===== src/rtl/core/coning_compensation_4sample_unit_assert.svh =====
`ifndef CONING_COMPENSATION_4SAMPLE_UNIT_ASSERT_SVH
`define CONING_COMPENSATION_4SAMPLE_UNIT_ASSERT_SVH

// same-cycle implication, held off while reset is active
`define CC4S_ASSERT_IMP(lbl, ck, rn, ante, cons, msg) \
  lbl: assert property (@(posedge ck) disable iff (!rn) (ante) |-> (cons)) \
    else $error(msg);

// next-cycle implication, held off while reset is active
`define CC4S_ASSERT_NXT(lbl, ck, rn, ante, cons, msg) \
  lbl: assert property (@(posedge ck) disable iff (!rn) (ante) |=> (cons)) \
    else $error(msg);

`endif


===== src/rtl/core/cc4s_ram.sv =====
module cc4s_ram #(
  parameter int WIDTH = 8,
  parameter int DEPTH = 8
) (
  input  logic                     clk,
  input  logic                     we,
  input  logic [$clog2(DEPTH)-1:0] waddr,
  input  logic [WIDTH-1:0]         wdata,
  input  logic [$clog2(DEPTH)-1:0] raddr,
  output logic [WIDTH-1:0]         rdata
);

  logic [WIDTH-1:0] mem_r [DEPTH];
  logic [WIDTH-1:0] rdata_r;

  always_ff @(posedge clk) begin
    if (we) begin
      mem_r[waddr] <= wdata;
    end
    rdata_r <= mem_r[raddr];
  end

  assign rdata = rdata_r;

endmodule


===== config.mk =====
export PLATFORM = sky130hd
export DESIGN_NAME = cc4s_ram
export DESIGN_NICKNAME = d
export VERILOG_FILES = /design/src/rtl/core/coning_compensation_4sample_unit_assert.svh /design/src/rtl/core/cc4s_ram.sv
export SDC_FILE = /design/constraint.sdc
export NUM_CORES = 1
export LEC_CHECK = 0
export BUFFER_PORTS_ARGS = -buffer_cell sky130_fd_sc_hd__clkbuf_2
export CAP_MARGIN = 20
export CELL_PAD_IN_SITES_DETAIL_PLACEMENT = 0
export CELL_PAD_IN_SITES_GLOBAL_PLACEMENT = 2
export CORE_ASPECT_RATIO = 1.1
export CORE_MARGIN = 4
export CORE_UTILIZATION = 25
export CTS_BUF_LIST = sky130_fd_sc_hd__clkbuf_2 sky130_fd_sc_hd__clkbuf_4 sky130_fd_sc_hd__clkbuf_8
export CTS_CLUSTER_SIZE = 30
export DETAILED_ROUTE_END_ITERATION = 10
export PLACE_DENSITY_LB_ADDON = 0.08
export RECOVER_POWER = 100
export SLEW_MARGIN = 15
export SYNTH_ARGS = -nofsm -noshare
export SYNTH_HDL_FRONTEND = slang
export SYNTH_SLANG_ARGS = --single-unit

===== constraint.sdc =====
create_clock -name clk -period 1.9 [get_ports clk]
set_input_delay 0.285 -clock clk [delete_from_list [all_inputs] [get_ports clk]]
set_output_delay 0.285 -clock clk [all_outputs]
set_load 0.05 [all_outputs]

==> out/qor.yml, run 1 <==
run_status:
  outcome: "finished clean"
timing:
  setup_violations: 0
  hold_violations: 0
  fin_tns_setup_ns: 0
  finClkSkew_ns: 0.0102
  slew_violations: 0
  fin_crit_sh: 0.749
  max_freq_mhz: 703
  tightest_slew_ns: 0.704
  slew_headroom: 0.531
  grt_setup_unrepaired: "no"
  post-route-min-period_ns: 1.42
die:
  initial_core_util: 0.258
  rows: 39
  die_w_microns: 107
  dieArea_sq_um: 12500
  die_h_microns: 117
  io_pins: 24
  core_sq_um: 10400
yosys:
  netlist_top_cells_count: "edfxtp_1 (64), mux4_1 (15), dfxtp_1 (8), mux2_2 (8), nor2_1 (6)"
  synthArstFlopShare: 0
  synth_enable_flop_cells: 64
  ys_warn_count: 0
  synthFlopType: "edfxtp_1"
  syn_inst: 114
  synth_area_leaders: "edfxtp_1 (71%), mux4_1 (15%), dfxtp_1 (6.0%)"
  avgSynthCellArea_sq_um: 23.6
  synth_top_cell_area_share: 0.714
  synthDistinctLibCells: 14
  post-synth-top-count-cell: "edfxtp_1"
  ys_ff_latch: 72
  synth_fp_nets: 130
  yosysSeqAreaShare: 0.774
  synth_area_leader_cell: "edfxtp_1"
  synth_area_sq_um: 2690
cells_and_area:
  insertedDiodeCount: 0
  final-seq-area_sq_um: 2080
  final_util: 0.305
  drive_gt1_frac: 0.185
  n_fill_cell: 1066
  area_growth_pct: 18.5
  fin_nets: 168
  multiInputGateArea_sq_um: 566
hold_path:
  hp-start: "wdata[1]"
  hold_depth: 1
  min_to: "mem_r[6][1]"
  min_path_type: "input port to flop"
worst_setup_path:
  regToRegSetupSlack_ns: 0.65
  rr_endpoint: "rdata[3]"
  r2r_cells: 2
  crit_path_cell_trace: "clkbuf_1"
  critPathRequiredTime_ns: 1.62
  start_kind: "flop"
  crit_type: "flop to output pin"
  critPathTopFamily: "buffers and inverters"
  worstPathMaxFanout: 1
  reg2reg_from: "mem_r[2][3]"
  crit_buf_inv: 1
  crit_arrival_ns: 1.14
  crit_slowest_cell: "clkbuf_1"
  cp_slowest_stage_delay_ns: 0.47
  worst_setup_path_end_kind: "output pin"
grt:
  gr-total-overflow: 0
  grt_pass1_wl_mm: 7.89
  grt_max_degree: 17
  antenna_found_initial: 0
  grt_pass1_vias: 1335
  grt_usage: 0.0909
detailed_routing:
  drt-wirelength-per-cell_microns: 17.3
  routed_via_density: 4.03
  drc: 0
  drt-pass1-iter-count: 4
  drt_iter0_drc: 64
  detail-route-antenna-nets: 0
  dr_total_vias: 1210
  wl_mm: 5.20
power_and_ir_drop:
  total_power_mw: 3.34
  cellLeakagePower_nw: 1.03
  p_per_area_nw_per_um2: 1050
  irDropWorstVdd_uv: 293
clock_tree:
  htreeDepth: 3
  clk-insertion-delay-late_ns: 0.34
  clockBufferDepth: 2
  postCtsHoldBufs: 0
  cts_num_sinks: 72
  cts_tree: "built"
  cts_buffers: 9
  clockRootBuffer: "clkbuf_8"
  clkSlewWorstSetupHoldPaths_ns: 0.08
  ctsResizeCount: 0
  post-cts-setup-buffer-count: 0
flow_run:
  maxCapViolCount: 0
place:
  io_buffers: 23
  globalplace.congestion: 0.626
==> worst max-delay path by stage <==
| stage | from | to | slack [ns] | depth (start not counted) |
|---|---|---|---|---|
| after global placement | raddr[0] | rdata[3] | 0.35 | 4 |
| after detailed placement | raddr[0] | rdata[3] | 0.35 | 4 |
| after CTS | rdata[3] | rdata[3] | 0.63 | 1 |
| final | rdata[3] | rdata[3] | 0.48 | 1 |
| after global routing | rdata[3] | rdata[3] | 0.41 | 1 |
| after floorplan | waddr[2] | mem_r[0][0] | 0.45 | 2 |
==> kinds of logic (layout without fill, tap and decap cells) <==
kind of cell           Yosys count  after routing  share of synthesized area
muxes                           24             24                      0.188
buffers and inverters            5             48                     0.0163
and+or+nand+nor                 13             13                     0.0219
DFF                             72             72                      0.774
==> per-stage QoR <==
| stage | hold slack, ns | instances | setup WS [ns] | instance area, sq um |
|---|---|---|---|---|
| 2_1_floorplan | 0.384 | 114 | 0.454 | 2690 |
| 3_3_place_gp | 0.559 | 284 | 0.346 | 3020 |
| 3_5_place_dp | 0.572 | 284 | 0.355 | 3020 |
| 4_1_cts | 0.206 | 300 | 0.625 | 3240 |
| 5_1_grt | 0.290 | 300 | 0.413 | 3190 |
| 6_report | 0.292 | 300 | 0.477 | 3190 |
==> final cells by class <==
cell class / count / share of cell area
clock buffer: 9 / 0.0389
clock inverter: 7 / 0.0302
multi-input combinational: 37 / 0.177
sequential: 72 / 0.653
tap: 143 / 0.0561
timing repair buffer: 32 / 0.0443
==> layout by cell type (no fill, tap or decap), drive strengths merged <==
cell,instances
edfxtp,64
clkbuf,40
mux4,16
mux2,8
dfxtp,8
nor2,6
nand2b,3
clkinv,3
nand2,2
nor3,2
clkinvlp,2
bufinv,2
buf,1
==> sequential cells by signal (all words and copies together) (netlist names) <==
| name | flops |
|---|---|
| mem_r | 64 |
| rdata | 8 |
==> power breakdown <==
| part | leakage (nW) | internal (mW) | switching, mW | total (mW) |
|---|---|---|---|---|
| registers | 0.649 | 1.79 | 0.0132 | 1.80 |
| logic | 0.275 | 0.0774 | 0.150 | 0.227 |
| clock network | 0.103 | 0.739 | 0.573 | 1.31 |
==> routing by layer <==
layer / track usage / share of wire / up-vias
li1: - / - / 557
met1: 0.109 / 0.44 / 622
met2: 0.152 / 0.51 / 22
met3: 0.0230 / 0.032 / 9
met4: 0.0486 / 0.020 / 0
met5: 0 / 0 / -
==> worst reg2reg max path: stages (launching register included) <==
cell,delay (ns)
edfxtp_1,0.36
mux4_1,0.50
mux2_2,0.28
Note: power is estimated with default switching activity, not from simulation.
==> run 2, diff against run 1 <==
==> constraint.sdc (replaced) <==
create_clock -name clk -period 1.35 [get_ports clk]
set_input_delay 0.2025 -clock clk [delete_from_list [all_inputs] [get_ports clk]]
set_output_delay 0.2025 -clock clk [all_outputs]
set_load 0.05 [all_outputs]
==> run 2 against run 1 <==
Count of clock-buffer cells in the layout is the same. Total power grew 39%. Non-clock buffer count grew 1.
==> out/qor.yml, run 2 (synthesized netlist as in run 1, its figures left out) <==
run_status:
  outcome: "finished clean"
clock_tree:
  clk-insertion-delay-late_ns: 0.33
  clkSlewWorstSetupHoldPaths_ns: 0.08
  clockBufferDepth: 2
  ctsResizeCount: 0
  cts_buffers: 9
  cts_tree: "built"
  post-cts-setup-buffer-count: 0
  htreeDepth: 3
  clockRootBuffer: "clkbuf_8"
  postCtsHoldBufs: 0
  cts_num_sinks: 72
worst_setup_path:
  critPathLaunch: "mem_r[1][7]"
  crit_slowest_cell: "mux4_1"
  critPathRequiredTime_ns: 1.57
  rr_endpoint: "rdata[7]"
  r2r_cells: 2
  worstPathMaxFanout: 1
  setup.worst_path.end: "rdata[7]"
  crit_path_cell_trace: "mux4_1, mux2_2"
  regToRegSetupSlack_ns: 0.07
  cp_slowest_stage_delay_ns: 0.54
  crit_type: "flop to flop"
  crit_arrival_ns: 1.50
  start_kind: "flop"
  reg2reg_from: "mem_r[1][7]"
  worst_setup_path_end_kind: "flop"
detailed_routing:
  detail-route-antenna-nets: 0
  drt-wirelength-per-cell_microns: 16.8
  routed_via_density: 4.00
  drt_iter0_drc: 47
  dr_total_vias: 1200
  drc: 0
  wl_mm: 5.05
  drt-pass1-iter-count: 4
power_and_ir_drop:
  cellLeakagePower_nw: 1.07
  p_per_area_nw_per_um2: 1440
  irDropWorstVdd_uv: 590
timing:
  slew_headroom: 0.519
  tightest_slew_ns: 0.721
  setup_violations: 0
  post-route-min-period_ns: 1.28
  hold_slack_ns: 0.202
  grt_setup_unrepaired: "no"
  slew_violations: 0
  hold_violations: 0
  finClkSkew_ns: 0.0118
  fin_crit_sh: 0.949
  max_freq_mhz: 781
place:
  io_buffers: 23
  globalplace.congestion: 0.643
flow_run:
  maxCapViolCount: 0
die:
  die_w_microns: 107
  rows: 39
  core_sq_um: 10400
  io_pins: 24
  dieArea_sq_um: 12500
  initial_core_util: 0.258
  die_h_microns: 117
cells_and_area:
  largest_register: "mem_r"
  insertedDiodeCount: 0
  drive_gt1_frac: 0.261
  largest_register_ffs: 64
  final_util: 0.307
  area_growth_pct: 19.3
  layout_commonest_cell: "edfxtp_1"
  final_cell_mix: "edfxtp_1 (64), clkbuf_1 (16), mux4_1 (15), clkbuf_2 (15), clkbuf_8 (9)"
  fin_nets: 169
grt:
  antenna_found_initial: 0
  grt_pass1_vias: 1329
  grt_pass1_wl_mm: 7.71
  gr-total-overflow: 0
  grt_max_degree: 17
  grt_usage: 0.0900
hold_path:
  min_path_type: "input port to flop"
-- run 2: cell count changes in the layout (fill, tap and decap cells not counted), sizes merged --
cell / previous run / this run
buf: 1 / 2
clkinv: 3 / 2
-- run 2: report_power, final --
| group | leakage, nW | switching (mW) | internal [mW] |
|---|---|---|---|
| Sequential | 0.649 | 0.0171 | 2.51 |
| Clock | 0.101 | 0.750 | 1.02 |
| Combinational | 0.318 | 0.211 | 0.122 |
-- run 2: worst min-delay path by stage --
| stage | from | end | slack (ns) | cells after the start |
|---|---|---|---|---|
| after CTS | wdata[4] | mem_r[4][4] | 0.12 | 1 |
| after global placement | wdata[4] | mem_r[4][4] | 0.48 | 1 |
| after global routing | wdata[6] | mem_r[7][6] | 0.22 | 1 |
| after detailed placement | wdata[4] | mem_r[4][4] | 0.48 | 1 |
| after floorplan | wdata[0] | mem_r[0][0] | 0.30 | 0 |
| final | wdata[4] | mem_r[4][4] | 0.20 | 1 |
-- run 2: layer usage --
metal | GRT usage | up-vias | part of all wire
met5 | 0 | - | 0
met4 | 0.0486 | 0 | 0.0061
met3 | 0.0247 | 2 | 0.036
met2 | 0.142 | 26 | 0.49
met1 | 0.113 | 614 | 0.47
li1 | - | 558 | -
-- run 2: cell type report --
class,instances,area [sq um]
Fill cell,1054,7230
Tap cell,143,179
Timing Repair Buffer,33,175
Clock inverter,6,85.1
Sequential cell,72,2080
Clock buffer,9,124
Multi-Input combinational cell,37,566
-- run 2: through the flow --
step                      power [mW]  instances  setup TNS (ns)  area, sq um  worst slack (ns)
after floorplan                 2.81        114               0         2700           0.00376
after global placement          2.93        285          -0.765         3050            -0.121
after detailed placement        2.94        285          -0.805         3050            -0.128
after CTS                       4.72        300               0         3260            0.0623
after global routing            4.85        300               0         3210            0.0207
final                           4.64        300               0         3210            0.0694
-- run 2: critical path: cells and delay by family, from the launching register on --
| family | cells | cell delay [ns] |
|---|---|---|
| DFF | 1 | 0.37 |
| muxes | 2 | 0.81 |
