`src/rtl/core/coning_compensation_4sample_unit_assert.svh`:
```
`ifndef CONING_COMPENSATION_4SAMPLE_UNIT_ASSERT_SVH
`define CONING_COMPENSATION_4SAMPLE_UNIT_ASSERT_SVH

// same-cycle implication, held off while reset is active
`define CC4S_ASSERT_IMP(lbl, ck, rn, ante, cons, msg) \
  lbl: assert property (@(posedge ck) disable iff (!rn) (ante) |-> (cons)) \
    else $error(msg);

// next-cycle implication, held off while reset is active
`define CC4S_ASSERT_NXT(lbl, ck, rn, ante, cons, msg) \
  lbl: assert property (@(posedge ck) disable iff (!rn) (ante) |=> (cons)) \
    else $error(msg);

`endif

```
`src/rtl/core/cc4s_pkg.sv`:
```
package cc4s_pkg;

  localparam int DATA_WIDTH_DEF = 32;

  localparam int CFG_IDX_W = 2;

  localparam int N_COMP         = 3;
  localparam int FRAME_SLOTS    = 4;
  localparam int SLOT_W         = 2;
  localparam int N_FRAME_BUFS   = 2;
  localparam int ROW_DEPTH      = FRAME_SLOTS * N_FRAME_BUFS;
  localparam int ROW_AW         = $clog2(ROW_DEPTH);

  localparam logic [SLOT_W-1:0] SLOT_LAST = SLOT_W'(FRAME_SLOTS - 1);

  localparam int STEP_W         = 6;
  localparam int N_SUM_STEPS    = FRAME_SLOTS;
  localparam int PROD_PER_COMP  = 12;
  localparam int N_PROD_STEPS   = PROD_PER_COMP * N_COMP;
  localparam int N_COEF_STEPS   = 9;
  localparam int LINE_DEPTH     = N_COEF_STEPS;

  typedef enum logic [CFG_IDX_W-1:0] {
    REG_FAR  = 2'd0,
    REG_SKIP = 2'd1,
    REG_ADJ  = 2'd2
  } reg_idx_t;

  typedef struct packed {
    logic avail;
    logic rd_buf;
  } queue_status_t;

  typedef struct packed {
    logic [SLOT_W-1:0] row_a;
    logic [SLOT_W-1:0] row_b;
    logic [1:0]        sel_a;
    logic [1:0]        sel_b;
    logic [1:0]        comp;
    logic              neg;
    logic              first;
    logic              last;
  } prod_step_t;

  typedef struct packed {
    logic [1:0] comp;
    reg_idx_t   grp;
  } coef_step_t;

  // product schedule: per component, far pair, then skip pairs, then adjacent pairs
  function automatic prod_step_t prod_step(input logic [STEP_W-1:0] p);
    prod_step_t s;
    logic [1:0] k;
    logic [3:0] r;
    logic [2:0] pair;
    logic [1:0] ci;
    logic [1:0] cj;
    if (p >= STEP_W'(2 * PROD_PER_COMP)) begin
      k = 2'd2;
      r = 4'(p - STEP_W'(2 * PROD_PER_COMP));
    end else if (p >= STEP_W'(PROD_PER_COMP)) begin
      k = 2'd1;
      r = 4'(p - STEP_W'(PROD_PER_COMP));
    end else begin
      k = 2'd0;
      r = 4'(p);
    end
    case (k)
      2'd0: begin
        ci = 2'd1;
        cj = 2'd2;
      end
      2'd1: begin
        ci = 2'd2;
        cj = 2'd0;
      end
      default: begin
        ci = 2'd0;
        cj = 2'd1;
      end
    endcase
    pair    = r[3:1];
    s.comp  = k;
    s.neg   = r[0];
    s.sel_a = r[0] ? cj : ci;
    s.sel_b = r[0] ? ci : cj;
    unique case (pair)
      3'd0: begin
        s.row_a = 2'd0;
        s.row_b = 2'd3;
      end
      3'd1: begin
        s.row_a = 2'd0;
        s.row_b = 2'd2;
      end
      3'd2: begin
        s.row_a = 2'd1;
        s.row_b = 2'd3;
      end
      3'd3: begin
        s.row_a = 2'd0;
        s.row_b = 2'd1;
      end
      3'd4: begin
        s.row_a = 2'd1;
        s.row_b = 2'd2;
      end
      default: begin
        s.row_a = 2'd2;
        s.row_b = 2'd3;
      end
    endcase
    s.first = !r[0] && (pair == 3'd0 || pair == 3'd1 || pair == 3'd3);
    s.last  = r[0] && (pair == 3'd0 || pair == 3'd2 || pair == 3'd5);
    return s;
  endfunction

  // weighting schedule: component-major, far / skip / adjacent within a component
  function automatic coef_step_t coef_step(input logic [3:0] q);
    coef_step_t s;
    logic [3:0] g;
    if (q >= 4'd6) begin
      s.comp = 2'd2;
      g      = q - 4'd6;
    end else if (q >= 4'd3) begin
      s.comp = 2'd1;
      g      = q - 4'd3;
    end else begin
      s.comp = 2'd0;
      g      = q;
    end
    s.grp = reg_idx_t'(g[1:0]);
    return s;
  endfunction

endpackage

```
`src/rtl/core/cc4s_mul.sv`:
```
module cc4s_mul #(
  parameter int DATA_WIDTH = cc4s_pkg::DATA_WIDTH_DEF
) (
  input  logic                          clk,
  input  logic signed [DATA_WIDTH+3:0]  op_a,
  input  logic signed [DATA_WIDTH-1:0]  op_b,
  output logic signed [DATA_WIDTH+5:0]  prod
);

  localparam int AW = DATA_WIDTH + 4;
  localparam int LW = DATA_WIDTH / 2;
  localparam int HW = DATA_WIDTH - LW;
  localparam int FB = DATA_WIDTH - 2;
  localparam int FW = AW + DATA_WIDTH;
  localparam int PW = DATA_WIDTH + 6;

  logic signed [AW+LW:0]   lo_r, lo_nxt;
  logic signed [AW+HW-1:0] hi_r, hi_nxt;
  logic signed [FW-1:0]    full;
  logic signed [PW-1:0]    prod_r, prod_nxt;

  // split op_b into an unsigned low half and a signed high half
  assign lo_nxt = op_a * $signed({1'b0, op_b[LW-1:0]});
  assign hi_nxt = op_a * $signed(op_b[DATA_WIDTH-1:LW]);

  assign full     = FW'(lo_r) + (FW'(hi_r) <<< LW);
  assign prod_nxt = PW'(full >>> FB);

  always_ff @(posedge clk) begin
    lo_r   <= lo_nxt;
    hi_r   <= hi_nxt;
    prod_r <= prod_nxt;
  end

  assign prod = prod_r;

endmodule

```
`src/rtl/core/cc4s_back.sv`:
```
module cc4s_back #(
  parameter int DATA_WIDTH = cc4s_pkg::DATA_WIDTH_DEF
) (
  input  logic                              clk,
  input  logic                              rst_n,
  input  logic                              cfg_we,
  input  logic [cc4s_pkg::CFG_IDX_W-1:0]    cfg_index,
  input  logic [DATA_WIDTH-1:0]             cfg_wdata,
  input  cc4s_pkg::queue_status_t           qs,
  output logic                              pop,
  output logic [cc4s_pkg::ROW_AW-1:0]       rd_addr_a,
  output logic [cc4s_pkg::ROW_AW-1:0]       rd_addr_b,
  input  logic [3*DATA_WIDTH-1:0]           rd_data_a,
  input  logic [3*DATA_WIDTH-1:0]           rd_data_b,
  output logic                              out_valid,
  input  logic                              out_stall,
  output logic signed [DATA_WIDTH-1:0]      out_cone_dx,
  output logic signed [DATA_WIDTH-1:0]      out_cone_dy,
  output logic signed [DATA_WIDTH-1:0]      out_cone_dz
);

  localparam int DW = DATA_WIDTH;
  localparam int AW = DW + 4;
  localparam int PW = DW + 6;
  localparam int OW = DW + 8;
  localparam int SW = cc4s_pkg::STEP_W;

  localparam logic signed [OW-1:0] SAT_MAX = {{(OW-DW+1){1'b0}}, {(DW-1){1'b1}}};
  localparam logic signed [OW-1:0] SAT_MIN = ~SAT_MAX;

  typedef enum logic [6:0] {
    ST_IDLE   = 7'b0000001,
    ST_SUMS   = 7'b0000010,
    ST_PRODS  = 7'b0000100,
    ST_PDRAIN = 7'b0001000,
    ST_COEFS  = 7'b0010000,
    ST_CDRAIN = 7'b0100000,
    ST_EMIT   = 7'b1000000
  } bk_state_t;

  typedef enum logic [1:0] {
    K_SUM  = 2'd0,
    K_PROD = 2'd1,
    K_COEF = 2'd2
  } kind_t;

  typedef struct packed {
    kind_t              kind;
    logic [1:0]         comp;
    logic [1:0]         sel_a;
    logic [1:0]         sel_b;
    cc4s_pkg::reg_idx_t grp;
    logic               neg;
    logic               first;
    logic               last;
  } tag_t;

  function automatic logic signed [DW-1:0] comp_sel(input logic [3*DW-1:0] row,
                                                    input logic [1:0] c);
    logic signed [DW-1:0] v;
    case (c)
      2'd0:    v = row[DW-1:0];
      2'd1:    v = row[2*DW-1:DW];
      default: v = row[3*DW-1:2*DW];
    endcase
    return v;
  endfunction

  function automatic logic signed [DW-1:0] saturate(input logic signed [OW-1:0] v);
    logic signed [DW-1:0] r;
    if (v > SAT_MAX) begin
      r = DW'(SAT_MAX);
    end else if (v < SAT_MIN) begin
      r = DW'(SAT_MIN);
    end else begin
      r = DW'(v);
    end
    return r;
  endfunction

  bk_state_t               state_r, state_nxt;
  logic [SW-1:0]           step_r, step_nxt;
  logic signed [DW-1:0]    coef_far_r, coef_skip_r, coef_adj_r;
  cc4s_pkg::prod_step_t    ps;
  cc4s_pkg::coef_step_t    cs;
  logic                    iss_v;
  tag_t                    iss_t;
  logic                    clr;
  logic                    emit;
  logic                    pipe_empty;
  logic                    v1_r, v2_r, v3_r;
  tag_t                    t1_r, t2_r, t3_r;
  logic signed [AW-1:0]    op_a;
  logic signed [DW-1:0]    op_b;
  logic                    line_pop;
  logic                    line_push;
  logic signed [PW-1:0]    prod;
  logic signed [AW-1:0]    term;
  logic signed [AW-1:0]    acc_sum;
  logic signed [AW-1:0]    cacc_r, cacc_nxt;
  logic signed [AW-1:0]    line_r [cc4s_pkg::LINE_DEPTH];
  logic signed [OW-1:0]    oacc_r [cc4s_pkg::N_COMP];
  logic signed [OW-1:0]    oacc_nxt [cc4s_pkg::N_COMP];
  logic                    out_valid_r, out_valid_nxt;
  logic signed [DW-1:0]    cone_dx_r, cone_dy_r, cone_dz_r;

  // coefficient registers
  always_ff @(posedge clk) begin
    if (!rst_n) begin
      coef_far_r  <= '0;
      coef_skip_r <= '0;
      coef_adj_r  <= '0;
    end else if (cfg_we) begin
      unique case (cfg_index)
        cc4s_pkg::REG_FAR:  coef_far_r  <= cfg_wdata;
        cc4s_pkg::REG_SKIP: coef_skip_r <= cfg_wdata;
        cc4s_pkg::REG_ADJ:  coef_adj_r  <= cfg_wdata;
        default: ;
      endcase
    end
  end

  assign ps         = cc4s_pkg::prod_step(step_r);
  assign cs         = cc4s_pkg::coef_step(step_r[3:0]);
  assign pipe_empty = !v1_r && !v2_r && !v3_r;

  // sequencer
  always_comb begin
    state_nxt = state_r;
    step_nxt  = step_r;
    iss_v     = 1'b0;
    iss_t     = '0;
    rd_addr_a = {qs.rd_buf, cc4s_pkg::SLOT_W'(0)};
    rd_addr_b = {qs.rd_buf, cc4s_pkg::SLOT_W'(0)};
    clr       = 1'b0;
    emit      = 1'b0;
    pop       = 1'b0;
    unique case (state_r)
      ST_IDLE: begin
        if (qs.avail) begin
          clr       = 1'b1;
          step_nxt  = '0;
          state_nxt = ST_SUMS;
        end
      end
      ST_SUMS: begin
        iss_v      = 1'b1;
        iss_t.kind = K_SUM;
        rd_addr_a  = {qs.rd_buf, step_r[cc4s_pkg::SLOT_W-1:0]};
        if (step_r == SW'(cc4s_pkg::N_SUM_STEPS - 1)) begin
          step_nxt  = '0;
          state_nxt = ST_PRODS;
        end else begin
          step_nxt = step_r + 1'b1;
        end
      end
      ST_PRODS: begin
        iss_v       = 1'b1;
        iss_t.kind  = K_PROD;
        iss_t.comp  = ps.comp;
        iss_t.sel_a = ps.sel_a;
        iss_t.sel_b = ps.sel_b;
        iss_t.neg   = ps.neg;
        iss_t.first = ps.first;
        iss_t.last  = ps.last;
        rd_addr_a   = {qs.rd_buf, ps.row_a};
        rd_addr_b   = {qs.rd_buf, ps.row_b};
        if (step_r == SW'(cc4s_pkg::N_PROD_STEPS - 1)) begin
          step_nxt  = '0;
          state_nxt = ST_PDRAIN;
        end else begin
          step_nxt = step_r + 1'b1;
        end
      end
      ST_PDRAIN: begin
        if (pipe_empty) begin
          step_nxt  = '0;
          state_nxt = ST_COEFS;
        end
      end
      ST_COEFS: begin
        iss_v      = 1'b1;
        iss_t.kind = K_COEF;
        iss_t.comp = cs.comp;
        iss_t.grp  = cs.grp;
        if (step_r == SW'(cc4s_pkg::N_COEF_STEPS - 1)) begin
          step_nxt  = '0;
          state_nxt = ST_CDRAIN;
        end else begin
          step_nxt = step_r + 1'b1;
        end
      end
      ST_CDRAIN: begin
        if (pipe_empty) begin
          state_nxt = ST_EMIT;
        end
      end
      ST_EMIT: begin
        if (!out_valid_r || !out_stall) begin
          emit      = 1'b1;
          pop       = 1'b1;
          state_nxt = ST_IDLE;
        end
      end
      default: state_nxt = ST_IDLE;
    endcase
  end

  always_ff @(posedge clk) begin
    if (!rst_n) begin
      state_r <= ST_IDLE;
      step_r  <= '0;
      v1_r    <= 1'b0;
      v2_r    <= 1'b0;
      v3_r    <= 1'b0;
    end else begin
      state_r <= state_nxt;
      step_r  <= step_nxt;
      v1_r    <= iss_v;
      v2_r    <= v1_r;
      v3_r    <= v2_r;
    end
  end

  always_ff @(posedge clk) begin
    t1_r <= iss_t;
    t2_r <= t1_r;
    t3_r <= t2_r;
  end

  // operand select, row data arrives with the first tag stage
  always_comb begin
    op_a     = '0;
    op_b     = '0;
    line_pop = 1'b0;
    case (t1_r.kind)
      K_PROD: begin
        op_a = AW'(comp_sel(rd_data_a, t1_r.sel_a));
        op_b = comp_sel(rd_data_b, t1_r.sel_b);
      end
      K_COEF: begin
        op_a     = line_r[0];
        line_pop = v1_r;
        unique case (t1_r.grp)
          cc4s_pkg::REG_FAR:  op_b = coef_far_r;
          cc4s_pkg::REG_SKIP: op_b = coef_skip_r;
          cc4s_pkg::REG_ADJ:  op_b = coef_adj_r;
          default:            op_b = '0;
        endcase
      end
      default: ;
    endcase
  end

  cc4s_mul #(
    .DATA_WIDTH(DATA_WIDTH)
  ) u_mul (
    .clk  (clk),
    .op_a (op_a),
    .op_b (op_b),
    .prod (prod)
  );

  // cross-product accumulation
  always_comb begin
    term      = t3_r.neg ? -AW'(prod) : AW'(prod);
    acc_sum   = (t3_r.first ? AW'(0) : cacc_r) + term;
    cacc_nxt  = cacc_r;
    line_push = 1'b0;
    if (v3_r && t3_r.kind == K_PROD) begin
      cacc_nxt  = acc_sum;
      line_push = t3_r.last;
    end
  end

  always_ff @(posedge clk) begin
    cacc_r <= cacc_nxt;
    if (line_push || line_pop) begin
      for (int i = 0; i < cc4s_pkg::LINE_DEPTH - 1; i++) begin
        line_r[i] <= line_r[i+1];
      end
      line_r[cc4s_pkg::LINE_DEPTH-1] <= acc_sum;
    end
  end

  // frame sum accumulation
  always_comb begin
    for (int c = 0; c < cc4s_pkg::N_COMP; c++) begin
      oacc_nxt[c] = oacc_r[c];
      if (clr) begin
        oacc_nxt[c] = '0;
      end else if (v1_r && t1_r.kind == K_SUM) begin
        oacc_nxt[c] = oacc_r[c] + OW'(comp_sel(rd_data_a, 2'(c)));
      end else if (v3_r && t3_r.kind == K_COEF && t3_r.comp == 2'(c)) begin
        oacc_nxt[c] = oacc_r[c] + OW'(prod);
      end
    end
  end

  always_ff @(posedge clk) begin
    for (int c = 0; c < cc4s_pkg::N_COMP; c++) begin
      oacc_r[c] <= oacc_nxt[c];
    end
  end

  // output register
  assign out_valid_nxt = emit || (out_valid_r && out_stall);

  always_ff @(posedge clk) begin
    if (!rst_n) begin
      out_valid_r <= 1'b0;
    end else begin
      out_valid_r <= out_valid_nxt;
    end
  end

  always_ff @(posedge clk) begin
    if (emit) begin
      cone_dx_r <= saturate(oacc_r[0]);
      cone_dy_r <= saturate(oacc_r[1]);
      cone_dz_r <= saturate(oacc_r[2]);
    end
  end

  assign out_valid   = out_valid_r;
  assign out_cone_dx = cone_dx_r;
  assign out_cone_dy = cone_dy_r;
  assign out_cone_dz = cone_dz_r;

endmodule

```
`config.mk`:
```
export PLATFORM = sky130hd
export DESIGN_NAME = cc4s_back
export DESIGN_NICKNAME = d
export VERILOG_FILES = /design/src/rtl/core/coning_compensation_4sample_unit_assert.svh /design/src/rtl/core/cc4s_pkg.sv /design/src/rtl/core/cc4s_mul.sv /design/src/rtl/core/cc4s_back.sv
export SDC_FILE = /design/constraint.sdc
export NUM_CORES = 2
export LEC_CHECK = 0
export BUFFER_PORTS_ARGS = -buffer_cell sky130_fd_sc_hd__buf_2
export CAP_MARGIN = 10
export CORE_UTILIZATION = 55
export CTS_CLUSTER_SIZE = 8
export DETAILED_ROUTE_END_ITERATION = 8
export PLACE_DENSITY = 0.84
export SLEW_MARGIN = 20
export SYNTH_ARGS = -nofsm -noshare
export SYNTH_HDL_FRONTEND = slang
export SYNTH_SLANG_ARGS = --single-unit
```
`constraint.sdc`:
```
create_clock -name clk -period 23.4 [get_ports clk]
set_clock_uncertainty 0.05 [all_clocks]
set_input_delay 1.17 -clock clk [delete_from_list [all_inputs] [get_ports clk]]
set_output_delay 1.17 -clock clk [all_outputs]
set_load 0.05 [all_outputs]
```
==> qor.csv <==
stage;metric;value;unit
sta;Slew headroom;17.0;%
sta;measured slew at the worst slew-check pin;1240;ps
power;reported leakage power;40.7;nW
synth;top_reg_cell synth;edfxtp_1;
floorplanning;Rows;138;
detailed_routing;DRC violations left;0;
setup_path;slowest CP cell;a22oi_1;
detailed_routing;wire length on met3;27000;um
sta;Setup TNS;0;ps
clock_tree;hold buffers post-CTS;0;
sta;FMAX;0.0960;GHz
synth;Mapped Avg Cell Area;9.20;sq um
global_routing;largest net degree at the start of global routing;111;
synth;Synth Warn #;0;
placement;final RePlAce weighted congestion;1.03;
synth;fraction of the mapped netlist area in adder cells;34.7;%
detailed_routing;Via Count;63051;
setup_path;Setup crit end kind;flip-flop;
synth;largest family of logic cells by synthesized area;adder cells;
synth;Synth Area in Compound Gates;10.5;%
setup_path;Critical Path AT;11040;ps
synth;Post-synth EDFFs;456;
job;Max-cap violations;0;
floorplanning;Ports;336;
floorplanning;Die Width;382;um
detailed_routing;WL met1;89200;um
global_routing;antenna violations before repair;24;
sta;Setup violations, final;0;
synth;Post-Syn Area;79300;sq um
global_routing;global-route wire length before repair;386000;um
setup_path;Req. time, crit path;24030;ps
setup_path;crit-path most repeated cell;fa_1;
synth;post-synthesis mux area share;1.31;%
detailed_routing;met2 WL;115000;um
synth;Yosys cell types;77;
global_routing;vias in the first global route;66057;
power;PD cells;39.5;nW/um^2
setup_path;crit path kind;flip-flop to flip-flop;
clock_tree;CTS Sinks;843;
finish;Net count, final;10572;
synth;simple-gate portion of the synthesized area;15.0;%
placement;Port Buffers;332;
power;VDD IR max;0.0624;mV
detailed_routing;wire per inst;23.5;um
clock_tree;post-cts repair resize count;0;
synth;synthesized flop and latch total;843;
status;outcome;finished clean;
synth;Seq/Total Area, Yosys;27.0;%
detailed_routing;Routed Antenna Nets;0;
power;overall power;3.42;mW
synth;Yosys top cell by area;fa_1;
clock_tree;clock latency on the worst-skew pair;760;ps
detailed_routing;DR iter-0 viols;5782;
clock_tree;root buf cell;clkbuf_16;
sta;max-slew violations;0;
finish;proportion of layout cells with a drive suffix above 1;7.36;%
detailed_routing;Max Used Layer;met5;
floorplanning;Core Area;142000;sq um
sta;period utilization;44.5;%
setup_path;slowest stage delay, CP;1000;ps
detailed_routing;Vias/cell;5.85;
synth;xor/xnor share of the synthesized area;3.21;%
synth;synth top area cells;fa_1, edfxtp_1, dfxtp_1;
clock_tree;Num CTS Buffers;117;
synth;Syn Nets;10402;
finish;Synth-to-Final Area Change;8.92;%
synth;ys async rst share;0;%
sta;Final Hold Fails;0;
detailed_routing;drt total wl;253000;um
sta;RSZ-0062 raised after global routing;no;
finish;Util after Layout;60.7;%
floorplanning;Initial Util;55.7;%
global_routing;total grt overflow;0;
synth;most frequent cell after synthesis;nand2_1;
clock_tree;clk buf depth;3;
synth;synthesized instance count;8623;
sta;post-layout min period;10420;ps
clock_tree;Clock transition at path regs;50;ps
detailed_routing;1st-pass router iterations;8;
setup_path;CP max FO;26;
clock_tree;Setup Buffers After CTS;0;
clock_tree;CTS H-tree depth;3;
synth;share of the synthesized area in the top cell type;27.5;%
setup_path;CP Launch Type;flip-flop;
placement;DP Wirelength;195000;um
synth;commonest cells in the netlist;nand2_1, inv_1, fa_1;
floorplanning;die height;382;um
clock_tree;clock tree from TritonCTS;yes;
global_routing;total track usage;35.1;%
floorplanning;die area;146000;sq um
worst_hold_path;Tightest Hold Check Type;flip-flop to flip-flop;
-- flip-flops by register name, indices dropped and copies added, names as in the netlist, 36 cells and up --
signal      flops
line_r        324
oacc_r        120
u_mul.hi_r     52
u_mul.prod     38
u_mul.lo_r     37
cacc_r         36
-- worst max-delay path, delay by kind of cell (launching register included) --
family	cells	cell delay, ps
buffers and inverters	6	880
and+or+nand+nor	6	1670
AOI/OAI and AO/OA	9	3540
xor gates and xnor gates	1	170
DFF	1	740
adders and majority gates	7	3300
-- layer usage --
metal | track usage (%) | up-vias
met3 | 9.83 | 1008
met1 | 40.9 | 30883
met4 | 25.2 | 24
met2 | 55.5 | 3444
li1 | - | 27692
met5 | 0 | -
-- power breakdown --
group / total (mW) / internal [mW] / switching [mW]
logic: 0.218 / 0.0801 / 0.138
clock network: 1.61 / 0.948 / 0.665
registers: 1.58 / 1.58 / 0.00912
-- kinds of logic after synthesis --
logic type / count (synthesis)
flops: 843
compound gates: 1303
fa+ha+maj: 1547
buf+inv: 1730
mux: 104
simple gates: 2805
xor+xnor: 291
-- final timing paths --
path	start	endpoint	slack (ps)	cells after the start
min	t2_r[0]$_DFF_P_	t3_r[0]$_DFF_P_	270	0
max reg2reg	t1_r[3]$_SDFF_PP0_	u_mul.lo_r[47]$_DFF_P_	12980	29
max	t1_r[3]$_SDFF_PP0_	u_mul.lo_r[47]$_DFF_P_	12980	29
min reg2reg	t2_r[0]$_DFF_P_	t3_r[0]$_DFF_P_	270	0
-- layout by cell type, fill, tap and decap left out, drive strengths merged, types with 117 or more instances in the layout --
master	Yosys	layout
and2	117	117
nand2	1588	1588
buf	34	447
o21ai	266	266
a21o	268	268
edfxtp	456	456
a21oi	358	358
inv	1330	1331
clkbuf	363	198
nor2	650	650
xnor2	209	209
fa	1089	1089
ha	458	458
dfxtp	387	387
-- area by class of cell --
| class | instances | area [sq um] |
|---|---|---|
| Inverter | 1333 | 5000 |
| Multi-Input combinational cell | 6050 | 51500 |
| Antenna cell | 8 | 20.0 |
| Clock inverter | 11 | 223 |
| Tap cell | 1890 | 2360 |
| Timing Repair Buffer | 448 | 2530 |
| Sequential cell | 843 | 21400 |
| Clock buffer | 197 | 3250 |
| Fill cell | 11737 | 55900 |
-- through the flow --
| stage | cells | hold WS (ps) | setup WS [ps] | instance area (sq um) |
|---|---|---|---|---|
| 2_1_floorplan | 8623 | 260 | 13210 | 79300 |
| 3_3_place_gp | 10563 | 261 | 13080 | 82900 |
| 3_5_place_dp | 10563 | 262 | 12830 | 82900 |
| 4_1_cts | 10771 | 274 | 12860 | 86300 |
| 5_1_grt | 10776 | 280 | 12740 | 86400 |
| 6_report | 10780 | 274 | 12980 | 86400 |
No activity file was read; power rests on OpenSTA's default activity.
