**src/rtl/core/coning_compensation_4sample_unit_assert.svh**
```systemverilog
`ifndef CONING_COMPENSATION_4SAMPLE_UNIT_ASSERT_SVH
`define CONING_COMPENSATION_4SAMPLE_UNIT_ASSERT_SVH

// same-cycle implication, held off while reset is active
`define CC4S_ASSERT_IMP(lbl, ck, rn, ante, cons, msg) \
  lbl: assert property (@(posedge ck) disable iff (!rn) (ante) |-> (cons)) \
    else $error(msg);

// next-cycle implication, held off while reset is active
`define CC4S_ASSERT_NXT(lbl, ck, rn, ante, cons, msg) \
  lbl: assert property (@(posedge ck) disable iff (!rn) (ante) |=> (cons)) \
    else $error(msg);

`endif

```
**src/rtl/core/cc4s_pkg.sv**
```systemverilog
package cc4s_pkg;

  localparam int DATA_WIDTH_DEF = 32;

  localparam int CFG_IDX_W = 2;

  localparam int N_COMP         = 3;
  localparam int FRAME_SLOTS    = 4;
  localparam int SLOT_W         = 2;
  localparam int N_FRAME_BUFS   = 2;
  localparam int ROW_DEPTH      = FRAME_SLOTS * N_FRAME_BUFS;
  localparam int ROW_AW         = $clog2(ROW_DEPTH);

  localparam logic [SLOT_W-1:0] SLOT_LAST = SLOT_W'(FRAME_SLOTS - 1);

  localparam int STEP_W         = 6;
  localparam int N_SUM_STEPS    = FRAME_SLOTS;
  localparam int PROD_PER_COMP  = 12;
  localparam int N_PROD_STEPS   = PROD_PER_COMP * N_COMP;
  localparam int N_COEF_STEPS   = 9;
  localparam int LINE_DEPTH     = N_COEF_STEPS;

  typedef enum logic [CFG_IDX_W-1:0] {
    REG_FAR  = 2'd0,
    REG_SKIP = 2'd1,
    REG_ADJ  = 2'd2
  } reg_idx_t;

  typedef struct packed {
    logic avail;
    logic rd_buf;
  } queue_status_t;

  typedef struct packed {
    logic [SLOT_W-1:0] row_a;
    logic [SLOT_W-1:0] row_b;
    logic [1:0]        sel_a;
    logic [1:0]        sel_b;
    logic [1:0]        comp;
    logic              neg;
    logic              first;
    logic              last;
  } prod_step_t;

  typedef struct packed {
    logic [1:0] comp;
    reg_idx_t   grp;
  } coef_step_t;

  // product schedule: per component, far pair, then skip pairs, then adjacent pairs
  function automatic prod_step_t prod_step(input logic [STEP_W-1:0] p);
    prod_step_t s;
    logic [1:0] k;
    logic [3:0] r;
    logic [2:0] pair;
    logic [1:0] ci;
    logic [1:0] cj;
    if (p >= STEP_W'(2 * PROD_PER_COMP)) begin
      k = 2'd2;
      r = 4'(p - STEP_W'(2 * PROD_PER_COMP));
    end else if (p >= STEP_W'(PROD_PER_COMP)) begin
      k = 2'd1;
      r = 4'(p - STEP_W'(PROD_PER_COMP));
    end else begin
      k = 2'd0;
      r = 4'(p);
    end
    case (k)
      2'd0: begin
        ci = 2'd1;
        cj = 2'd2;
      end
      2'd1: begin
        ci = 2'd2;
        cj = 2'd0;
      end
      default: begin
        ci = 2'd0;
        cj = 2'd1;
      end
    endcase
    pair    = r[3:1];
    s.comp  = k;
    s.neg   = r[0];
    s.sel_a = r[0] ? cj : ci;
    s.sel_b = r[0] ? ci : cj;
    unique case (pair)
      3'd0: begin
        s.row_a = 2'd0;
        s.row_b = 2'd3;
      end
      3'd1: begin
        s.row_a = 2'd0;
        s.row_b = 2'd2;
      end
      3'd2: begin
        s.row_a = 2'd1;
        s.row_b = 2'd3;
      end
      3'd3: begin
        s.row_a = 2'd0;
        s.row_b = 2'd1;
      end
      3'd4: begin
        s.row_a = 2'd1;
        s.row_b = 2'd2;
      end
      default: begin
        s.row_a = 2'd2;
        s.row_b = 2'd3;
      end
    endcase
    s.first = !r[0] && (pair == 3'd0 || pair == 3'd1 || pair == 3'd3);
    s.last  = r[0] && (pair == 3'd0 || pair == 3'd2 || pair == 3'd5);
    return s;
  endfunction

  // weighting schedule: component-major, far / skip / adjacent within a component
  function automatic coef_step_t coef_step(input logic [3:0] q);
    coef_step_t s;
    logic [3:0] g;
    if (q >= 4'd6) begin
      s.comp = 2'd2;
      g      = q - 4'd6;
    end else if (q >= 4'd3) begin
      s.comp = 2'd1;
      g      = q - 4'd3;
    end else begin
      s.comp = 2'd0;
      g      = q;
    end
    s.grp = reg_idx_t'(g[1:0]);
    return s;
  endfunction

endpackage

```
**src/rtl/core/cc4s_front.sv**
```systemverilog
module cc4s_front #(
  parameter int DATA_WIDTH = cc4s_pkg::DATA_WIDTH_DEF
) (
  input  logic                           clk,
  input  logic                           rst_n,
  input  logic                           in_valid,
  output logic                           in_stall,
  input  logic signed [DATA_WIDTH-1:0]   in_gyro_dx,
  input  logic signed [DATA_WIDTH-1:0]   in_gyro_dy,
  input  logic signed [DATA_WIDTH-1:0]   in_gyro_dz,
  output logic                           wr_en,
  output logic [cc4s_pkg::ROW_AW-1:0]    wr_addr,
  output logic [3*DATA_WIDTH-1:0]        wr_data,
  input  logic                           pop,
  output cc4s_pkg::queue_status_t        qs
);

  logic [cc4s_pkg::SLOT_W-1:0] slot_r, slot_nxt;
  logic                        wr_buf_r, wr_buf_nxt;
  logic                        rd_buf_r, rd_buf_nxt;
  logic [1:0]                  cnt_r, cnt_nxt;
  logic                        accept;
  logic                        push;

  assign in_stall = (cnt_r == 2'(cc4s_pkg::N_FRAME_BUFS));
  assign accept   = in_valid && !in_stall;
  assign push     = accept && (slot_r == cc4s_pkg::SLOT_LAST);

  assign wr_en   = accept;
  assign wr_addr = {wr_buf_r, slot_r};
  assign wr_data = {in_gyro_dz, in_gyro_dy, in_gyro_dx};

  always_comb begin
    slot_nxt   = accept ? slot_r + 1'b1 : slot_r;
    wr_buf_nxt = push ? !wr_buf_r : wr_buf_r;
    rd_buf_nxt = pop ? !rd_buf_r : rd_buf_r;
    cnt_nxt    = cnt_r + 2'(push) - 2'(pop);
  end

  always_ff @(posedge clk) begin
    if (!rst_n) begin
      slot_r   <= '0;
      wr_buf_r <= 1'b0;
      rd_buf_r <= 1'b0;
      cnt_r    <= '0;
    end else begin
      slot_r   <= slot_nxt;
      wr_buf_r <= wr_buf_nxt;
      rd_buf_r <= rd_buf_nxt;
      cnt_r    <= cnt_nxt;
    end
  end

  assign qs.avail  = (cnt_r != 2'd0);
  assign qs.rd_buf = rd_buf_r;

endmodule

```
**config.mk**
```make
export PLATFORM = sky130hd
export DESIGN_NAME = cc4s_front
export DESIGN_NICKNAME = d
export VERILOG_FILES = /design/src/rtl/core/coning_compensation_4sample_unit_assert.svh /design/src/rtl/core/cc4s_pkg.sv /design/src/rtl/core/cc4s_front.sv
export SDC_FILE = /design/constraint.sdc
export NUM_CORES = 1
export LEC_CHECK = 0
export BUFFER_PORTS_ARGS = -buffer_cell sky130_fd_sc_hd__buf_2
export CAP_MARGIN = 25
export CORE_ASPECT_RATIO = 1.5
export CORE_MARGIN = 10
export CORE_UTILIZATION = 26
export DETAILED_ROUTE_END_ITERATION = 10
export PLACE_DENSITY = 0.9
export SLEW_MARGIN = 20
export SYNTH_ARGS = -nofsm -noshare
export SYNTH_HDL_FRONTEND = slang
export SYNTH_SLANG_ARGS = --single-unit
```
**constraint.sdc**
```tcl
create_clock -name clk -period 1.8 [get_ports clk]
set_input_delay 0.54 -clock clk [delete_from_list [all_inputs] [get_ports clk]]
set_output_delay 0.54 -clock clk [all_outputs]
set_load 0.01 [all_outputs]
```
==> results.sh, run 1 <==
export IMPL_fin_crit_ns=1.725
export IMPL_finalClockSkew_ns=0.002402
export IMPL_hpwl_um=2417
export IMPL_setup_slack_ns=0.07480
export IMPL_slew_headroom_pct=89.38
export IMPL_finalSetupTns_ns=0
export IMPL_yosys_top_cells_area="buf_4 (71%), dfxtp_1 (12%), ha_1 (3.6%)"
export IMPL_insertion_delay_ns=0.22
export IMPL_syn_area_um2=1036
export IMPL_die_h_um=97.31
export IMPL_synth_top_area_share_pct=71.01
export IMPL_period_share_pct=95.84
export IMPL_cts_resized=0
export IMPL_dieArea_um2=6962
export IMPL_slew_violations=0
export IMPL_power_frac_comb_pct=21.7
export IMPL_initial_utilization_pct=26.64
export IMPL_row_count=28
export IMPL_power_density_nw_per_um2=1006
export IMPL_hold_violations=0
export IMPL_cap_violations=0
export IMPL_core_area_um2=3889
export IMPL_layout_drive_gt1_share_pct=45.45
export IMPL_antenna_cells=0
export IMPL_clk_path_buf_depth=2
export IMPL_first_iter_violations=17
export IMPL_clkTransAtPathRegs_ns=0.04
export IMPL_ctsHtreeMaxLevel=1
export IMPL_rr_worst_depth=9
export IMPL_nets=149
export IMPL_worstMarginPinSlew_ns=0.1581
export IMPL_yosysUniqueCellTypes=16
export IMPL_crit_required_ns=1.26
export IMPL_post_drt_wl_per_cell_um=30.78
export IMPL_chipWidth_um=71.54
export IMPL_fmax_mhz=579.6
export IMPL_syn_avg_cell_area_um2=8.094
export IMPL_criticalPathCategory="flop to output pin"
export IMPL_hold_slack_ns=0.4762
export IMPL_power_share_sequential_pct=35.7
export IMPL_finalWirelength_um=2739
export IMPL_cts_sinks=6
export IMPL_yosys_warnings=0
export IMPL_cts_tree="built"
export IMPL_worstPathArrival_ns=1.19
export IMPL_viasPerCell=4.438
export IMPL_critPathLaunch="cnt_r[1]"
export IMPL_vias=395
export IMPL_grtUsageTotal_pct=6.762
export IMPL_root_buffer="clkbuf_8"
export IMPL_antenna_found_initial=0
export IMPL_syn_nets=231
export IMPL_setup_violations=0
export IMPL_synth_area_leader_cell="buf_4"
export IMPL_holdBufCountCts=0
export IMPL_netSwitchingPower_uw=112.2
export IMPL_rr_endpoint="cnt_r[1]"
export IMPL_r2r_start="cnt_r[1]"
export IMPL_yosysSeqAreaShare_pct=11.59
export IMPL_cp_end_kind="output pin"
export IMPL_grt_ovfl_total=0
export IMPL_drc=0
export IMPL_grt_pass1_wl_um=3325
export IMPL_rrSetupSlack_ns=0.08
export IMPL_power_leakage_uw=0.0002032
export IMPL_grt_max_degree=9
export IMPL_crit_path_end="wr_en"
export IMPL_switching_share_pct=24.23
export IMPL_pwr_share_clk_pct=42.5
export IMPL_vdd_ir_drop_worst_v=0.0004011
export IMPL_first_pass_iters=2
export IMPL_worstPathMaxFanout=4
export IMPL_postSynthCellCount=128
export IMPL_hold_path_class="flop to flop"
export IMPL_status="finished clean"
export IMPL_ioPinCount=203
export IMPL_p_int_uw=350.8
export IMPL_cts_setup_buffers=0
export IMPL_synth_seq_cells=6
export IMPL_area_growth_pct=-55.56
export IMPL_placed_area_um2=414.1
export IMPL_design_area_um2=460.4
export IMPL_routabilityCongestion=0.6424
export IMPL_startpoint_type="flop"
export IMPL_drtAntennaViolNets=0
export IMPL_rsz0062_at_grt="false"
export IMPL_grt_pass1_vias=418
export IMPL_place_port_buffers=10
export IMPL_cts_made_buffers=3
export IMPL_place_ws_ns=-0.03695
==> per-layer routing <==
layer | share of wire (%) | GRT usage [%] | vias to the layer above
met5 | 0 | 0 | -
met4 | 19 | 14.20 | 0
met3 | 35 | 9.305 | 70
met2 | 37 | 8.583 | 68
met1 | 8.4 | 1.389 | 132
li1 | - | - | 125
==> cell usage after synthesis <==
master     n
o21ai_0    1
and2_1     3
or3_1      1
xor2_1     1
nand2_1    5
or2_2      1
xnor2_1    2
mux2i_1    2
dfxtp_1    6
nand2b_1   1
inv_1      1
a21boi_1   1
nor2b_4    1
and2b_4    1
ha_1       3
buf_4     98
==> critical path: stages, from the launching register on <==
cell and delay (ns):
dfxtp_2 0.33, nor2b_4 0.16, and2b_4 0.20, buf_4 0.14, buf_2 0.14
==> registers in the layout, indices dropped and copies added, names as in the netlist <==
register  count
cnt_r         2
wr_buf_r      1
slot_r        2
rd_buf_r      1
==> layout make-up <==
class,instances,area (µm²)
Fill cell,430,3428
Inverter,1,3.754
Clock buffer,3,41.29
Multi-Input combinational cell,23,178.9
Sequential cell,6,122.6
Tap cell,45,56.30
Timing Repair Buffer,11,57.56
==> power groups by stage <==
stage | Combinational, µW | Sequential (µW) | Clock [µW]
after global placement | 99.0 | 164 | 0
after CTS | 103 | 164 | 203
after detailed placement | 102 | 166 | 0
final | 101 | 165 | 197
after floorplan | 285 | 166 | 0
after global routing | 114 | 168 | 210
==> layout by cell type (no fill, tap or decap), drive strengths merged <==
| cell type | count |
|---|---|
| mux2i | 2 |
| nand2 | 5 |
| or2 | 1 |
| clkbuf | 3 |
| nor2b | 1 |
| or3 | 1 |
| a21boi | 1 |
| and2b | 1 |
| xnor2 | 2 |
| buf | 11 |
| dfxtp | 6 |
| nand2b | 1 |
| ha | 3 |
| xor2 | 1 |
| and2 | 3 |
| o21ai | 1 |
| inv | 1 |
==> how the worst min path moves through the flow <==
stage                          from         to  slack [ns]  depth (start not counted)
after floorplan            wr_buf_r   wr_buf_r        0.46                          2
after global placement    slot_r[1]  slot_r[1]        0.46                          2
after detailed placement  slot_r[1]  slot_r[1]        0.48                          2
after CTS                 slot_r[1]  slot_r[1]        0.48                          2
after global routing       wr_buf_r   wr_buf_r        0.51                          2
final                     slot_r[1]  slot_r[1]        0.48                          2
==> through the flow <==
stage / std cells / utilization [%] / power (µW)
final: 89 / 11.84 / 463.0
after global routing: 89 / 11.84 / 492.1
after CTS: 89 / 11.71 / 469.7
after detailed placement: 86 / 10.65 / 268.0
after global placement: 86 / 10.65 / 263.3
after floorplan: 128 / - / 451.0
==> kinds of logic (layout without fill, tap and decap cells) <==
| family | after synthesis | after routing | share of synthesized area (%) |
|---|---|---|---|
| buf+inv | 99 | 15 | 71.38 |
| simple gates | 13 | 13 | 7.731 |
| flops | 6 | 6 | 11.59 |
| fa+ha+maj | 3 | 3 | 3.624 |
| xor+xnor | 3 | 3 | 2.537 |
| compound gates | 2 | 2 | 1.208 |
| mux | 2 | 2 | 1.932 |
Power figures use the tool's default switching activity.
==> run 2: changes to the inputs <==
- CELL_PAD_IN_SITES_DETAIL_PLACEMENT: unset -> 1
- CELL_PAD_IN_SITES_GLOBAL_PLACEMENT: unset -> 2
- CORE_UTILIZATION: 26 -> 10
- clock period: 1.8 -> 2.2 ns (I/O delays scaled with it)
==> run 2 against run 1 <==
  * Power is 11% higher
  * Clock power is 49% higher
  * Sequential power is 19% lower
  * Highest routed layer is now met5
==> results.sh, run 2 (synthesis results as in run 1) <==
export IMPL_routabilityCongestion=0.5708
export IMPL_power_leakage_uw=0.0002150
export IMPL_critPathLaunch="cnt_r[1]"
export IMPL_layout_drive_gt1_share_pct=37.21
export IMPL_fillers=1209
export IMPL_cap_violations=0
export IMPL_cts_made_buffers=3
export IMPL_grt_pass1_vias=470
export IMPL_hold_end="wr_buf_r"
export IMPL_cts_resized=0
export IMPL_finalSetupTns_ns=0
export IMPL_clkTransAtPathRegs_ns=0.03
export IMPL_rsz0062_at_grt="false"
export IMPL_area_growth_pct=-44.81
export IMPL_drc=0
export IMPL_cts_sinks=6
export IMPL_rr_worst_depth=9
export IMPL_setup_violations=0
export IMPL_first_pass_iters=3
export IMPL_dieArea_um2=14920
export IMPL_grt_pass1_wl_um=3174
export IMPL_r2r_start="cnt_r[1]"
export IMPL_ctsHtreeMaxLevel=1
export IMPL_ioPinCount=203
export IMPL_cts_tree="built"
export IMPL_grtUsageTotal_pct=3.515
export IMPL_drtAntennaViolNets=0
export IMPL_worstPathArrival_ns=1.90
export IMPL_finalClockSkew_ns=0.001133
export IMPL_rr_endpoint="cnt_r[1]"
export IMPL_regArea_um2=120.1
export IMPL_crit_required_ns=2.32
export IMPL_die_h_um=144.7
export IMPL_nets=148
export IMPL_path_delay_family="simple AND/OR/NAND/NOR gates"
export IMPL_rrSetupSlack_ns=0.42
export IMPL_antenna_found_initial=1
export IMPL_worstPathMaxFanout=4
export IMPL_chipWidth_um=103.1
export IMPL_fin_crit_ns=1.784
export IMPL_row_count=45
export IMPL_startpoint_type="flop"
export IMPL_grt_ovfl_total=0
export IMPL_first_iter_violations=8
export IMPL_cts_setup_buffers=0
export IMPL_period_share_pct=81.09
export IMPL_holdCritStartpoint="wr_buf_r"
export IMPL_critical_path_max_stage_delay_ns=0.32
export IMPL_final_common_cell="buf_2"
export IMPL_slew_headroom_pct=88.44
export IMPL_viasPerCell=2.338
export IMPL_criticalPathCategory="flop to flop"
export IMPL_core_area_um2=10130
export IMPL_whs_path_depth=2
export IMPL_mostFrequentLayoutCells="buf_2 (10), dfxtp_1 (6), nand2_1 (5)"
export IMPL_post_drt_wl_per_cell_um=16.40
export IMPL_root_buffer="clkbuf_16"
export IMPL_clk_path_buf_depth=2
export IMPL_vias=374
export IMPL_antenna_cells=0
export IMPL_vdd_ir_drop_worst_v=0.0001591
export IMPL_power_density_nw_per_um2=898.6
export IMPL_cp_end_kind="flop"
export IMPL_p_total_uw=513.8
export IMPL_finalWirelength_um=2624
export IMPL_fmax_mhz=560.6
export IMPL_multi_input_area_um2=176.4
export IMPL_holdBufCountCts=0
export IMPL_hold_path_class="flop to flop"
export IMPL_crit_chain="nor2b_4 -> and2b_4 -> nand2_1 -> ha_1 -> inv_1 -> ha_1 -> xnor2_1 -> xnor2_1 -> and2_1"
export IMPL_place_port_buffers=10
export IMPL_initial_utilization_pct=10.22
export IMPL_slew_violations=0
export IMPL_worstMarginPinSlew_ns=0.1722
export IMPL_hold_violations=0
export IMPL_grt_max_degree=9
export IMPL_slowest_stage="dfxtp_1"
export IMPL_hpwl_um=2168
export IMPL_path_buf_inv=1
export IMPL_reg_top3="cnt_r x2, slot_r x2"
export IMPL_insertion_delay_ns=0.23
export IMPL_status="finished clean"
==> run 2: cell types whose count changed in the layout (fill, tap and decap cells not counted), sizes merged <==
cell / delta
buf: -1
==> run 2: per-stage QoR <==
stage               instances  setup slack [ns]  hold slack, ns  instance area, µm²  util, %
finish                    160            0.4160          0.4879               571.8    5.642
global route              160            0.3340          0.5224               571.8    5.642
CTS                       160            0.3862          0.5003               571.8    5.642
detailed placement        157            0.1959          0.4804               496.7    4.901
global placement          157            0.2490          0.4709               496.7    4.901
floorplan                 128            0.3468          0.4572                1036        -
==> run 2: power by group <==
group	internal [µW]	switching, µW
Clock	233	60.5
Sequential	123	11.7
Combinational	43.6	42.1
==> run 2: worst max-delay path by stage <==
stage / endpoint / cells after the start
6_report: cnt_r[1] / 9
5_1_grt: wr_en / 3
2_1_floorplan: cnt_r[1] / 8
4_1_cts: cnt_r[1] / 9
3_5_place_dp: cnt_r[1] / 9
3_3_place_gp: cnt_r[1] / 9
==> run 2: worst register-to-register path: cells and delay by family, from the launching register on <==
family	cells	cell delay [ns]
AND/OR/NAND/NOR	4	0.63
adder cells (fa/ha/maj)	2	0.44
flip-flops	1	0.32
XOR/XNOR	2	0.26
buffers and inverters	1	0.04
==> run 2: cell type report <==
class                      count  share of cell area, %
clock buffer                   3                  13.13
inverter                       1                 0.6565
multi-input combinational     23                  30.85
sequential                     6                  21.01
tap                          117                  25.60
timing repair buffer          10                  8.753
==> run 2: per-layer routing <==
metal / up-vias / part of all wire [%] / GRT usage (%) / wire (µm)
met4: 2 / 30 / 11.09 / 783
met3: 86 / 23 / 2.705 / 601
met2: 50 / 31 / 3.515 / 818
met1: 113 / 16 / 1.368 / 408
met5: - / 0.46 / 0 / 12
li1: 123 / - / - / -
==> run 3: changes to the inputs <==
- ABC_AREA: unset -> 1
- PLACE_DENSITY: 0.9 -> 0.91
- clock period: 2.2 -> 1.8 ns (I/O delays scaled with it)
==> run 3 against run 2 <==
  * Synthesized cell count rose by 10%
  * Flip-flop and latch count did not move
  * Worst hold slack improved by 0.0064 ns
  * Critical endpoint unchanged
  * Clock skew about the same
==> results.sh, run 3 <==
export IMPL_slew_violations=0
export IMPL_post_drt_wl_per_cell_um=12.90
export IMPL_cts_made_buffers=3
export IMPL_cp_end_kind="flop"
export IMPL_routabilityCongestion=0.6066
export IMPL_synth_async_reset_ratio_pct=0
export IMPL_worstPathArrival_ns=1.77
export IMPL_setup_slack_ns=0.1467
export IMPL_fin_crit_ns=1.653
export IMPL_grt_pass1_vias=513
export IMPL_vias=436
export IMPL_critPathLaunch="slot_r[0]"
export IMPL_syn_avg_cell_area_um2=7.418
export IMPL_cts_sinks=6
export IMPL_cts_setup_buffers=0
export IMPL_synth_edff_count=0
export IMPL_finalWirelength_um=2541
export IMPL_place_ws_ns=0.04085
export IMPL_clkTransAtPathRegs_ns=0.03
export IMPL_synth_top_flop_cell="dfxtp_1"
export IMPL_setup_violations=0
export IMPL_hpwl_um=2168
export IMPL_vdd_ir_drop_worst_v=0.0003251
export IMPL_antenna_cells=0
export IMPL_syn_nets=244
export IMPL_holdBufCountCts=0
export IMPL_ctsHtreeMaxLevel=1
export IMPL_p_int_uw=467.5
export IMPL_root_buffer="clkbuf_16"
export IMPL_place_port_buffers=10
export IMPL_yosys_warnings=0
export IMPL_syn_area_um2=1046
export IMPL_worstMarginPinSlew_ns=0.2256
export IMPL_hold_path_class="flop to flop"
export IMPL_grt_max_degree=7
export IMPL_power_density_nw_per_um2=985.3
export IMPL_critical_path_max_stage_delay_ns=0.37
export IMPL_row_count=45
export IMPL_grt_pass1_wl_um=3346
export IMPL_cts_resized=0
export IMPL_power_frac_comb_pct=13.9
export IMPL_hold_violations=0
export IMPL_pwr_share_clk_pct=59.3
export IMPL_finalClockSkew_ns=0.0009987
export IMPL_switching_share_pct=22.46
export IMPL_insertion_delay_ns=0.23
export IMPL_grt_ovfl_total=0
export IMPL_crit_required_ns=1.92
export IMPL_fmax_mhz=604.8
export IMPL_yosys_top_cells_area="buf_4 (70%), dfxtp_1 (11%), ha_1 (3.6%)"
export IMPL_cap_violations=0
export IMPL_area_growth_pct=-41.51
export IMPL_synth_area_leader_cell="buf_4"
export IMPL_viasPerCell=2.213
export IMPL_fillers=1219
export IMPL_antenna_found_initial=0
export IMPL_initial_utilization_pct=10.26
export IMPL_grtUsageTotal_pct=3.157
export IMPL_holdCritStartpoint="rd_buf_r"
export IMPL_synth_top_area_share_pct=70.33
export IMPL_mostFrequentLayoutCells="nand2_1 (10), buf_2 (10), nor2_1 (8)"
export IMPL_first_pass_iters=3
export IMPL_clk_path_buf_depth=2
export IMPL_core_area_um2=10190
export IMPL_synthTopCellsByCount="buf_4 (98), nand2_1 (10), nor2_1 (8)"
export IMPL_power_leakage_uw=0.0002479
export IMPL_nets=161
export IMPL_yosysSeqAreaShare_pct=11.48
export IMPL_startpoint_type="flop"
export IMPL_period_share_pct=91.85
export IMPL_yosysUniqueCellTypes=16
export IMPL_r2r_start="slot_r[0]"
export IMPL_ioPinCount=203
export IMPL_postSynthCellCount=141
export IMPL_crit_top_cell="ha_1"
export IMPL_die_h_um=145.3
export IMPL_netSwitchingPower_uw=135.4
export IMPL_rsz0062_at_grt="false"
export IMPL_dieArea_um2=15040
export IMPL_drc=0
export IMPL_layout_drive_gt1_share_pct=32.14
export IMPL_synth_most_common_cell="buf_4"
export IMPL_slowest_stage="dfxtp_1"
export IMPL_synth_seq_cells=6
export IMPL_power_share_sequential_pct=26.8
export IMPL_chipWidth_um=103.5
export IMPL_criticalPathCategory="flop to flop"
export IMPL_cts_tree="built"
export IMPL_reg_top3="cnt_r x2, slot_r x2"
export IMPL_worstPathMaxFanout=4
export IMPL_first_iter_violations=5
export IMPL_drtAntennaViolNets=0
export IMPL_crit_chain="ha_1 -> nand3_2 -> ha_1 -> inv_1 -> ha_1 -> or2_1 -> a21oi_1 -> nor2_1"
export IMPL_status="finished clean"
export IMPL_finalSetupTns_ns=0
export IMPL_slew_headroom_pct=84.94
## run 3: worst paths after layout
path	depth (start not counted)	endpoint	slack [ns]
setup / recovery	8	cnt_r[1]	0.15
hold / removal	2	rd_buf_r	0.49
setup reg to reg	8	cnt_r[1]	0.15
hold reg to reg	2	rd_buf_r	0.49
## run 3: logic make-up after synthesis
| kind of cell | count (synthesis) | share of synthesized area, % |
|---|---|---|
| buffers and inverters | 105 | 72.85 |
| and+or+nand+nor | 24 | 10.29 |
| DFF | 6 | 11.48 |
| AOI/OAI and AO/OA | 3 | 1.793 |
| adders and majority gates | 3 | 3.589 |
## run 3: power by group through the flow
stage | sequential (µW) | combinational [µW] | clock [µW]
after floorplan | 162 | 273 | 0
after global placement | 162 | 84.1 | 0
after detailed placement | 164 | 87.2 | 0
after CTS | 162 | 87.3 | 363
after global routing | 164 | 100 | 369
final | 162 | 83.9 | 357
## run 3: area by class of cell
type | count | area, µm² | area share [%]
tap | 141 | 176.4 | 28.83
multi-input combinational | 30 | 163.9 | 26.79
sequential | 6 | 120.1 | 19.63
clock buffer | 3 | 75.07 | 12.27
timing repair buffer | 10 | 50.05 | 8.180
inverter | 7 | 26.28 | 4.294
## run 3: stage by stage
step / hold slack [ns] / std cells / area [µm²] / utilization, % / total power [µW]
2_1_floorplan: 0.4738 / 141 / 1046 / - / 434.5
3_3_place_gp: 0.4828 / 194 / 536.8 / 5.267 / 246.0
3_5_place_dp: 0.4949 / 194 / 536.8 / 5.267 / 250.8
4_1_cts: 0.4995 / 197 / 611.8 / 6.004 / 612.7
5_1_grt: 0.5310 / 197 / 611.8 / 6.004 / 633.1
6_report: 0.4943 / 197 / 611.8 / 6.004 / 602.9
## run 3: metal layers
metal / vias up / share of wire [%] / GRT usage, %
li1: 159 / - / -
met1: 134 / 13 / 0.9305
met2: 75 / 48 / 5.323
met3: 68 / 20 / 1.859
met4: 0 / 19 / 7.153
met5: - / 0 / 0
## run 3: worst max-delay path: cells and delay by family, from the launching register on
kind / cells / cell delay, ns
fa+ha+maj: 3 / 0.65
flops: 1 / 0.37
simple gates: 3 / 0.36
compound gates: 1 / 0.13
buf+inv: 1 / 0.04
